==> config.mk <==
export PLATFORM = sky130hd
export DESIGN_NAME = quadrature_decoder_with_speed_unit
export DESIGN_NICKNAME = d
export VERILOG_FILES = /design/src/qdec_pkg.sv /design/src/quadrature_decoder_with_speed_unit.sv /design/src/qdec_core.sv /design/src/qdec_scale.sv
export SDC_FILE = /design/constraint.sdc
export NUM_CORES = 2
export LEC_CHECK = 0
export BUFFER_PORTS_ARGS = -buffer_cell sky130_fd_sc_hd__buf_2
export CORE_MARGIN = 5
export CORE_UTILIZATION = 24
export DETAILED_ROUTE_END_ITERATION = 6
export GPL_ROUTABILITY_DRIVEN = 0
export MAX_ROUTING_LAYER = met4
export PLACE_DENSITY_LB_ADDON = 0.15
export SLEW_MARGIN = 20
export SYNTH_ARGS = -nofsm -noshare
export SYNTH_HDL_FRONTEND = slang
export SYNTH_SLANG_ARGS = --single-unit
==> constraint.sdc <==
create_clock -name clock -period 10.1 [get_ports clock]
set_clock_uncertainty 0.1 [all_clocks]
set_input_delay 1.01 -clock clock [delete_from_list [all_inputs] [get_ports clock]]
set_output_delay 1.01 -clock clock [all_outputs]
set_load 0.02 [all_outputs]
==> src/qdec_pkg.sv <==
`timescale 1ns / 1ps

package qdec_pkg;

   // Register map, indexed by byte address bit 2.
   localparam int unsigned CSR_ADDR_BITS = 3;
   localparam logic [0:0] REG_WINDOW_TICKS = 1'b0;
   localparam logic [0:0] REG_DEGREE_SCALE = 1'b1;

   localparam logic [15:0] WINDOW_TICKS_RESET = 16'd1000;
   localparam logic [15:0] DEGREE_SCALE_RESET = 16'd19663;

   // Direction codes of the last valid step.
   localparam logic [1:0] DIR_NONE = 2'd0;
   localparam logic [1:0] DIR_FWD  = 2'd1;
   localparam logic [1:0] DIR_BWD  = 2'd2;

   // Step differences along the phase cycle.
   localparam logic [1:0] DIFF_FWD  = 2'd1;
   localparam logic [1:0] DIFF_JUMP = 2'd2;
   localparam logic [1:0] DIFF_BWD  = 2'd3;

   localparam logic [1:0] PHASE_RESET = 2'd3;

   typedef struct packed {
      logic [1:0] phase;
      logic       tick;
      logic       reset_position;
      logic       clear_error;
   } sample_type;

   typedef struct packed {
      logic [7:0]  position;
      logic [15:0] window_snap;
      logic        window_close;
      logic [1:0]  direction;
      logic        fault;
      logic        stepped;
   } step_info_type;

   // Place of a phase code on the cycle 01, 00, 10, 11.
   function automatic logic [1:0] cycle_pos(input logic [1:0] phase);
      logic [1:0] pos;
      case (phase)
         2'd0: pos = 2'd0;
         2'd1: pos = 2'd1;
         2'd2: pos = 2'd2;
         2'd3: pos = 2'd3;
         default: pos = 2'd0;
      endcase
      // Code 01 sits first, code 00 second.
      if (phase == 2'd0) begin
         pos = 2'd1;
      end else if (phase == 2'd1) begin
         pos = 2'd0;
      end
      return pos;
   endfunction

endpackage

==> src/quadrature_decoder_with_speed_unit.sv <==
`timescale 1ns / 1ps

// Quadrature x4 encoder decoder with position, angle and speed. Every item
// is one sample of the two encoder lines together with a millisecond tick
// and the position-reset and error-clear requests, and every item yields
// exactly one result item carrying the state after that sample. The block
// takes a new item in every clock cycle while the result side is not
// stalled. An accepted item passes in turn through the input register,
// the decoder state stage and the result register, which holds the
// results of the two scale multiplies.
// A stalled result side backs up through those registers, so up to three
// items may be in flight. The phase codes advance forward along the cycle
// 01, 00, 10, 11; a forward step adds one to the wrapping 8-bit position
// and to the signed angle count, a backward step subtracts one, and a
// two-code jump sets the sticky fault flag without moving anything. The
// angle output is the angle count times degree_scale (Q0.16), truncated
// toward zero. After window_ticks ticks the speed output latches the
// number of steps seen in that window times degree_scale, with eight
// fraction bits. Both registers sit on the APB port: window_ticks at
// byte address 0 and degree_scale at byte address 4, and they should be
// written only while no items are in flight.
module quadrature_decoder_with_speed_unit
   import qdec_pkg::*;
#(
   parameter int unsigned ANGLE_BITS = 24
) (
   input  logic                     clock,
   input  logic                     reset,

   input  logic                     req_valid,
   output logic                     req_ready,
   input  logic [1:0]               req_phase,
   input  logic                     req_tick,
   input  logic                     req_reset_position,
   input  logic                     req_clear_error,

   output logic                     rsp_valid,
   input  logic                     rsp_ready,
   output logic [7:0]               rsp_position,
   output logic signed [23:0]       rsp_angle_degrees,
   output logic [23:0]              rsp_speed_q8,
   output logic [1:0]               rsp_direction,
   output logic                     rsp_fault,
   output logic                     rsp_stepped,

   input  logic                     csr_psel,
   input  logic                     csr_penable,
   input  logic                     csr_pwrite,
   input  logic [CSR_ADDR_BITS-1:0] csr_paddr,
   input  logic [31:0]              csr_pwdata,
   output logic [31:0]              csr_prdata,
   output logic                     csr_pready
);

   logic [15:0] window_ticks_ff;
   logic [15:0] degree_scale_ff;
   logic        csr_write;

   sample_type            sample;
   step_info_type         info;
   logic                  info_valid;
   logic                  info_ready;
   logic [ANGLE_BITS-1:0] angle_count;

   // The port never inserts wait states; a write lands in the access cycle.
   assign csr_pready = 1'b1;
   assign csr_write  = csr_psel && csr_penable && csr_pwrite;

   always_ff @(posedge clock) begin
      if (reset) begin
         window_ticks_ff <= WINDOW_TICKS_RESET;
         degree_scale_ff <= DEGREE_SCALE_RESET;
      end else if (csr_write) begin
         case (csr_paddr[2])
            REG_WINDOW_TICKS: window_ticks_ff <= csr_pwdata[15:0];
            REG_DEGREE_SCALE: degree_scale_ff <= csr_pwdata[15:0];
            default: ;
         endcase
      end
   end

   always_comb begin
      case (csr_paddr[2])
         REG_WINDOW_TICKS: csr_prdata = {16'd0, window_ticks_ff};
         REG_DEGREE_SCALE: csr_prdata = {16'd0, degree_scale_ff};
         default:          csr_prdata = '0;
      endcase
   end

   assign sample.phase          = req_phase;
   assign sample.tick           = req_tick;
   assign sample.reset_position = req_reset_position;
   assign sample.clear_error    = req_clear_error;

   // Phase decoding, counters and the speed window.
   qdec_core #(
      .ANGLE_BITS (ANGLE_BITS)
   ) u_core (
      .clock        (clock),
      .reset        (reset),
      .in_valid     (req_valid),
      .in_ready     (req_ready),
      .sample       (sample),
      .window_ticks (window_ticks_ff),
      .out_valid    (info_valid),
      .out_ready    (info_ready),
      .info         (info),
      .angle_count  (angle_count)
   );

   // Angle and speed scaling into the result register.
   qdec_scale #(
      .ANGLE_BITS (ANGLE_BITS)
   ) u_scale (
      .clock         (clock),
      .reset         (reset),
      .in_valid      (info_valid),
      .in_ready      (info_ready),
      .info          (info),
      .angle_count   (angle_count),
      .degree_scale  (degree_scale_ff),
      .out_valid     (rsp_valid),
      .out_ready     (rsp_ready),
      .position      (rsp_position),
      .angle_degrees (rsp_angle_degrees),
      .speed_q8      (rsp_speed_q8),
      .direction     (rsp_direction),
      .fault         (rsp_fault),
      .stepped       (rsp_stepped)
   );

endmodule

==> src/qdec_core.sv <==
`timescale 1ns / 1ps

module qdec_core
   import qdec_pkg::*;
#(
   parameter int unsigned ANGLE_BITS = 24
) (
   input  logic                  clock,
   input  logic                  reset,
   input  logic                  in_valid,
   output logic                  in_ready,
   input  sample_type            sample,
   input  logic [15:0]           window_ticks,
   output logic                  out_valid,
   input  logic                  out_ready,
   output step_info_type         info,
   output logic [ANGLE_BITS-1:0] angle_count
);

   // Input register.
   logic       smp_valid_ff;
   sample_type smp_ff;

   // Decoder state; it always reflects the item held at the output.
   logic                  out_valid_ff;
   logic [1:0]            last_phase_ff, last_phase_in;
   logic [7:0]            position_ff, position_in;
   logic [ANGLE_BITS-1:0] angle_count_ff, angle_count_in;
   logic [15:0]           window_count_ff, window_count_in;
   logic [15:0]           elapsed_ff, elapsed_in;
   logic                  fault_ff, fault_in;
   logic [1:0]            direction_ff, direction_in;
   logic [15:0]           window_snap_ff;
   logic                  window_close_ff, window_close_in;
   logic                  stepped_ff, stepped_in;

   logic        advance;
   logic [16:0] elapsed_next;
   logic [15:0] window_base;
   logic [1:0]  diff;
   logic        fwd, bwd;

   assign advance  = smp_valid_ff && (!out_valid_ff || out_ready);
   assign in_ready = !smp_valid_ff || advance;

   always_comb begin
      // Window handling comes first.
      elapsed_next    = {1'b0, elapsed_ff} + 17'd1;
      window_close_in = smp_ff.tick && (elapsed_next >= {1'b0, window_ticks});
      elapsed_in      = elapsed_ff;
      window_base     = window_count_ff;
      if (window_close_in) begin
         elapsed_in  = '0;
         window_base = '0;
      end else if (smp_ff.tick) begin
         elapsed_in = elapsed_next[15:0];
      end

      // Then the requests.
      position_in = smp_ff.reset_position ? 8'd0 : position_ff;
      fault_in    = smp_ff.clear_error ? 1'b0 : fault_ff;

      // Then the transition.
      diff = cycle_pos(smp_ff.phase) - cycle_pos(last_phase_ff);
      fwd  = (diff == DIFF_FWD);
      bwd  = (diff == DIFF_BWD);

      last_phase_in   = last_phase_ff;
      angle_count_in  = angle_count_ff;
      window_count_in = window_base;
      direction_in    = direction_ff;
      stepped_in      = fwd || bwd;

      if (fwd || bwd) begin
         last_phase_in  = smp_ff.phase;
         position_in    = fwd ? position_in + 8'd1 : position_in - 8'd1;
         angle_count_in = fwd ? angle_count_ff + ANGLE_BITS'(1)
                              : angle_count_ff - ANGLE_BITS'(1);
         direction_in   = fwd ? DIR_FWD : DIR_BWD;
         if (window_base != 16'hFFFF) begin
            window_count_in = window_base + 16'd1;
         end
      end else if (diff == DIFF_JUMP) begin
         fault_in = 1'b1;
      end
   end

   always_ff @(posedge clock) begin
      if (reset) begin
         smp_valid_ff    <= 1'b0;
         out_valid_ff    <= 1'b0;
         last_phase_ff   <= PHASE_RESET;
         position_ff     <= '0;
         angle_count_ff  <= '0;
         window_count_ff <= '0;
         elapsed_ff      <= '0;
         fault_ff        <= 1'b0;
         direction_ff    <= DIR_NONE;
         window_close_ff <= 1'b0;
         stepped_ff      <= 1'b0;
      end else begin
         if (in_ready) begin
            smp_valid_ff <= in_valid;
         end
         if (advance) begin
            out_valid_ff    <= 1'b1;
            last_phase_ff   <= last_phase_in;
            position_ff     <= position_in;
            angle_count_ff  <= angle_count_in;
            window_count_ff <= window_count_in;
            elapsed_ff      <= elapsed_in;
            fault_ff        <= fault_in;
            direction_ff    <= direction_in;
            window_close_ff <= window_close_in;
            stepped_ff      <= stepped_in;
         end else if (out_ready) begin
            out_valid_ff <= 1'b0;
         end
      end
   end

   // Payload registers.
   always_ff @(posedge clock) begin
      if (in_ready) begin
         smp_ff <= sample;
      end
      if (advance) begin
         // The window count before this item's step feeds the speed.
         window_snap_ff <= window_count_ff;
      end
   end

   assign out_valid          = out_valid_ff;
   assign angle_count        = angle_count_ff;
   assign info.position      = position_ff;
   assign info.window_snap   = window_snap_ff;
   assign info.window_close  = window_close_ff;
   assign info.direction     = direction_ff;
   assign info.fault         = fault_ff;
   assign info.stepped       = stepped_ff;

endmodule

==> src/qdec_scale.sv <==
`timescale 1ns / 1ps

module qdec_scale
   import qdec_pkg::*;
#(
   parameter int unsigned ANGLE_BITS = 24
) (
   input  logic                  clock,
   input  logic                  reset,
   input  logic                  in_valid,
   output logic                  in_ready,
   input  step_info_type         info,
   input  logic [ANGLE_BITS-1:0] angle_count,
   input  logic [15:0]           degree_scale,
   output logic                  out_valid,
   input  logic                  out_ready,
   output logic [7:0]            position,
   output logic signed [23:0]    angle_degrees,
   output logic [23:0]           speed_q8,
   output logic [1:0]            direction,
   output logic                  fault,
   output logic                  stepped
);

   localparam int unsigned EXT_BITS = (ANGLE_BITS > 24) ? ANGLE_BITS : 24;

   logic                     valid_ff;
   logic [23:0]              speed_ff;
   logic [7:0]               position_ff;
   logic [23:0]              angle_ff;
   logic [1:0]               direction_ff;
   logic                     fault_ff;
   logic                     stepped_ff;

   logic                     take;
   logic                     neg;
   logic [ANGLE_BITS-1:0]    mag;
   logic [ANGLE_BITS+15:0]   angle_prod;
   logic [EXT_BITS-1:0]      quot;
   logic [EXT_BITS-1:0]      angle_in;
   logic [31:0]              speed_prod;

   assign in_ready = !valid_ff || out_ready;
   assign take     = in_valid && in_ready;

   always_comb begin
      // Sign and magnitude, so the product truncates toward zero.
      neg        = angle_count[ANGLE_BITS-1];
      mag        = neg ? (~angle_count + ANGLE_BITS'(1)) : angle_count;
      angle_prod = {16'd0, mag} * {{ANGLE_BITS{1'b0}}, degree_scale};
      quot       = EXT_BITS'(angle_prod[ANGLE_BITS+15:16]);
      angle_in   = neg ? (~quot + EXT_BITS'(1)) : quot;
      speed_prod = {16'd0, info.window_snap} * {16'd0, degree_scale};
   end

   always_ff @(posedge clock) begin
      if (reset) begin
         valid_ff <= 1'b0;
         speed_ff <= '0;
      end else begin
         if (in_ready) begin
            valid_ff <= in_valid;
         end
         if (take && info.window_close) begin
            speed_ff <= speed_prod[31:8];
         end
      end
   end

   always_ff @(posedge clock) begin
      if (take) begin
         position_ff  <= info.position;
         angle_ff     <= angle_in[23:0];
         direction_ff <= info.direction;
         fault_ff     <= info.fault;
         stepped_ff   <= info.stepped;
      end
   end

   assign out_valid     = valid_ff;
   assign position      = position_ff;
   assign angle_degrees = angle_ff;
   assign speed_q8      = speed_ff;
   assign direction     = direction_ff;
   assign fault         = fault_ff;
   assign stepped       = stepped_ff;

endmodule
==> impl_metrics.toml <==
[power]
cellLeakagePower_nw = 15.5
netSwitchingPower_mw = 5.89
power.density_cell_area_nw_per_um2 = 326
pwr-share-comb_pct = 83.6
peakVddDrop_mv = 0.291
switching_share_pct = 54.0
power.share.sequential_pct = 9.7
pwr-share-clk_pct = 6.7
internal_power_mw = 5.02

[yosys]
simple_gate_share_of_the_synthesized_area_pct = 19.0
synth_sequential_area_ratio_pct = 14.3
post_synth_mux_area_share_pct = 0.248
post_synth_inst_count = 3496
synthAdderAreaFrac_pct = 44.0
synth_compound_area_share_pct = 8.97
synth_async_sr_flop_share_pct = 0
synthXorXnorAreaFrac_pct = 3.59
dominant_combinational_cell_family_by_area_after_synthesis = "adder cells"
synth_ff_type = "sky130_fd_sc_hd__dfxtp_1"
number_of_synthesized_flops_with_an_enable_pin = 57
ys.warnings.count = 0
syn-cell-area_sq_um = 30200
synth_seq_cells = 187
ys_types = 78
synth_area_per_cell_sq_um = 8.65

[worst_setup_path]
crit_path_start_kind = "flip-flop"
worst_path_max_delay_cell = "sky130_fd_sc_hd__or4_1"
timing.critical_path.arrival_ps = 9560
cp-end-kind = "flip-flop"
worst_path_most_repeated_cell = "sky130_fd_sc_hd__fa_1"
path_class = "flip-flop to flip-flop"
worst_setup_path_endpoint = "u_scale.angle_degrees[23]"
critical_path_cell_count = 27
reg2reg_setup_slack_ps = 690
path_max_fanout = 10
reg2reg_to = "u_scale.angle_degrees[23]"
setup.worst_path.start = "u_core.angle_count[8]"
path_delay_family = "adder cells"
crit_path_max_incr_delay_ps = 600
timing.critical_path.required_ps = 10250
path_buf_inv = 4
worstReg2RegStart = "u_core.angle_count[8]"
r2r_cells = 27

[routing]
detail_route.iter0.violations = 860
drt-total-wl_microns = 89000
total_via_count_in_the_routed_design = 23100
drtPass1Iterations = 5
post-route-drc-count = 0
detailed_route_wire_length_per_cell_microns = 17.1
drtAntennaViolNets = 0
vias_per_cell = 4.43

[sta]
fin_crit_ps = 9410
worst_slew_pin_slew_ps = 995
peak_freq_mhz = 106
slew-limit-headroom_pct = 33.4
hold_viol = 0
fin_crit_sh_pct = 93.1
setup_tns_ps = 0
setup_repair_after_global_routing_missed_its_margin = "false"
timing.final.setup_violations = 0
maxSlewViolCount = 0

[cells_and_area]
post_route_cells_drive_above_1_share_pct = 7.45
final_cell_count_no_fill = 5202
finish.net_count = 4342
post_synthesis_to_final_layout_area_growth_pct = 10.6
util_after_layout_pct = 26.7

[floorplan]
i_o_pins = 142
fp.dieArea_sq_um = 133000
die_extent_in_x_microns = 365
core_region_area_sq_um = 125000
rows = 130
initial_utilization_pct = 24.1
die_h_microns = 365

[clock_tree]
postCtsSetupBuffers = 0
clk_pin_slew_ps = 90
cts.root.buffer_cell = "sky130_fd_sc_hd__clkbuf_16"
cts_num_sinks = 187
cts_repair_resize_count = 0
numCtsBuffers = 17
clk_latency_ps = 500
h-tree-depth = 4
ctsHoldBuffers = 0
tritoncts = "built"
ctsLongestPathBuffers = 2

[placement]
placedCellCount = 5163
port_buffers = 106
dp_hpwl_microns = 69800

[global_routing]
grt_pass1_wl_microns = 142000
grt_max_degree = 63
grt_remaining_overflow = 0
first_global_vias = 24500
grt_antenna_before_repair = 12
global_route.usage.total_pct = 14.1

[min_path]
hold_class = "flip-flop to flip-flop"

[run_status]
outcome = "finished, final reports clean"

[job]
maxCapViolations = 0
-- synthesized netlist by cell type, drive strengths merged, types with 24 or more instances --
| cell type | instances | area, sq um |
|---|---|---|
| nand2 | 613 | 2300 |
| inv | 596 | 2240 |
| fa | 500 | 10000 |
| ha | 263 | 3290 |
| and2 | 251 | 1570 |
| clkbuf | 159 | 597 |
| a21oi | 143 | 723 |
| dfxtp | 130 | 2600 |
| nor2 | 105 | 394 |
| o21ai | 100 | 500 |
| xnor2 | 83 | 727 |
| edfxtp | 57 | 1710 |
| nand3 | 54 | 270 |
| xor2 | 41 | 359 |
| a21o | 31 | 233 |
| nor3 | 29 | 145 |
| buf | 27 | 168 |
| nand4 | 25 | 156 |
| nor2b | 24 | 150 |
-- power groups by stage --
stage / Sequential [mW] / Clock, mW / Combinational, mW
detailed placement: 1.08 / 0 / 9.28
global route: 1.07 / 0.799 / 10.5
finish: 1.06 / 0.735 / 9.12
global placement: 1.08 / 0 / 9.34
CTS: 1.06 / 0.778 / 9.35
floorplan: 1.08 / 0 / 6.85
-- worst min path at each step --
stage,start,end,slack (ps),depth (start not counted)
3_5_place_dp,u_core.stepped_ff,u_scale.stepped,320,0
3_3_place_gp,u_core.direction_ff[0],u_scale.direction[0],310,0
2_1_floorplan,u_core.direction_ff[0],u_scale.direction[0],300,0
4_1_cts,u_core.window_count_ff[9],u_core.window_snap_ff[9],340,0
6_report,u_core.direction_ff[0],u_scale.direction[0],340,0
5_1_grt,u_core.direction_ff[0],u_scale.direction[0],360,0
-- flip-flops by register name, indices dropped and copies added, names as in the netlist, 16 cells and up --
name / flops
window_ticks_ff: 16
u_core.window_snap_ff: 16
u_core.window_count_ff: 16
u_core.angle_count: 24
degree_scale_ff: 16
u_scale.speed_q8: 24
u_scale.angle_degrees: 24
u_core.elapsed_ff: 16
-- stage by stage --
step                power (mW)  area (sq um)  hold WS [ps]  setup slack, ps
global placement          10.4         32800           307              568
detailed placement        10.4         32800           316              665
CTS                       11.2         33400           344              660
floorplan                 7.93         30300           303             1510
global route              12.4         33400           359              180
finish                    10.9         33400           343              694
-- cell usage in the layout, fill, tap and decap left out, types with 15 or more instances in the layout --
cell,Yosys,layout
sky130_fd_sc_hd__a211oi_1,17,17
sky130_fd_sc_hd__a21o_1,31,31
sky130_fd_sc_hd__a21oi_1,141,141
sky130_fd_sc_hd__and2_1,251,250
sky130_fd_sc_hd__and3_1,17,17
sky130_fd_sc_hd__buf_2,2,105
sky130_fd_sc_hd__buf_4,17,83
sky130_fd_sc_hd__clkbuf_16,0,17
sky130_fd_sc_hd__conb_1,2,17
sky130_fd_sc_hd__dfxtp_1,130,121
sky130_fd_sc_hd__edfxtp_1,57,57
sky130_fd_sc_hd__fa_1,500,500
sky130_fd_sc_hd__ha_1,263,263
sky130_fd_sc_hd__inv_1,596,596
sky130_fd_sc_hd__nand2_1,613,613
sky130_fd_sc_hd__nand3_1,54,54
sky130_fd_sc_hd__nand4_1,25,25
sky130_fd_sc_hd__nor2_1,105,104
sky130_fd_sc_hd__nor2b_1,24,24
sky130_fd_sc_hd__nor3_1,29,29
sky130_fd_sc_hd__o211ai_1,15,15
sky130_fd_sc_hd__o21ai_0,95,95
sky130_fd_sc_hd__o31ai_1,16,16
sky130_fd_sc_hd__or3_1,17,17
sky130_fd_sc_hd__xnor2_1,83,74
sky130_fd_sc_hd__xor2_1,41,41
-- kinds of logic (layout without fill, tap and decap cells) --
| kind of cell | Yosys count | count (layout) |
|---|---|---|
| AO/OA/AOI/OAI | 428 | 428 |
| XOR/XNOR | 124 | 124 |
| adder cells (fa/ha/maj) | 763 | 763 |
| buffers and inverters | 782 | 816 |
| flip-flops | 187 | 187 |
| multiplexers | 7 | 7 |
| other | 2 | 24 |
| AND/OR/NAND/NOR | 1203 | 1203 |
-- cell type report --
type,instances,area (sq um)
inverter,596,2240
clock inverter,15,178
tap,1650,2060
fill,13600,92000
antenna,7,17.5
multi-input combinational,2542,23000
timing repair buffer,188,1150
sequential,187,4330
clock buffer,17,425
-- routing by layer --
metal | global-route usage, % | up-vias | part of all wire (%)
li1 | - | 11000 | -
met1 | 17.9 | 11600 | 46
met3 | 1.95 | 73 | 3.0
met5 | - | - | 0
met2 | 23.9 | 287 | 49
met4 | 3.05 | 0 | 1.8
No activity file was read; power rests on OpenSTA's default activity.
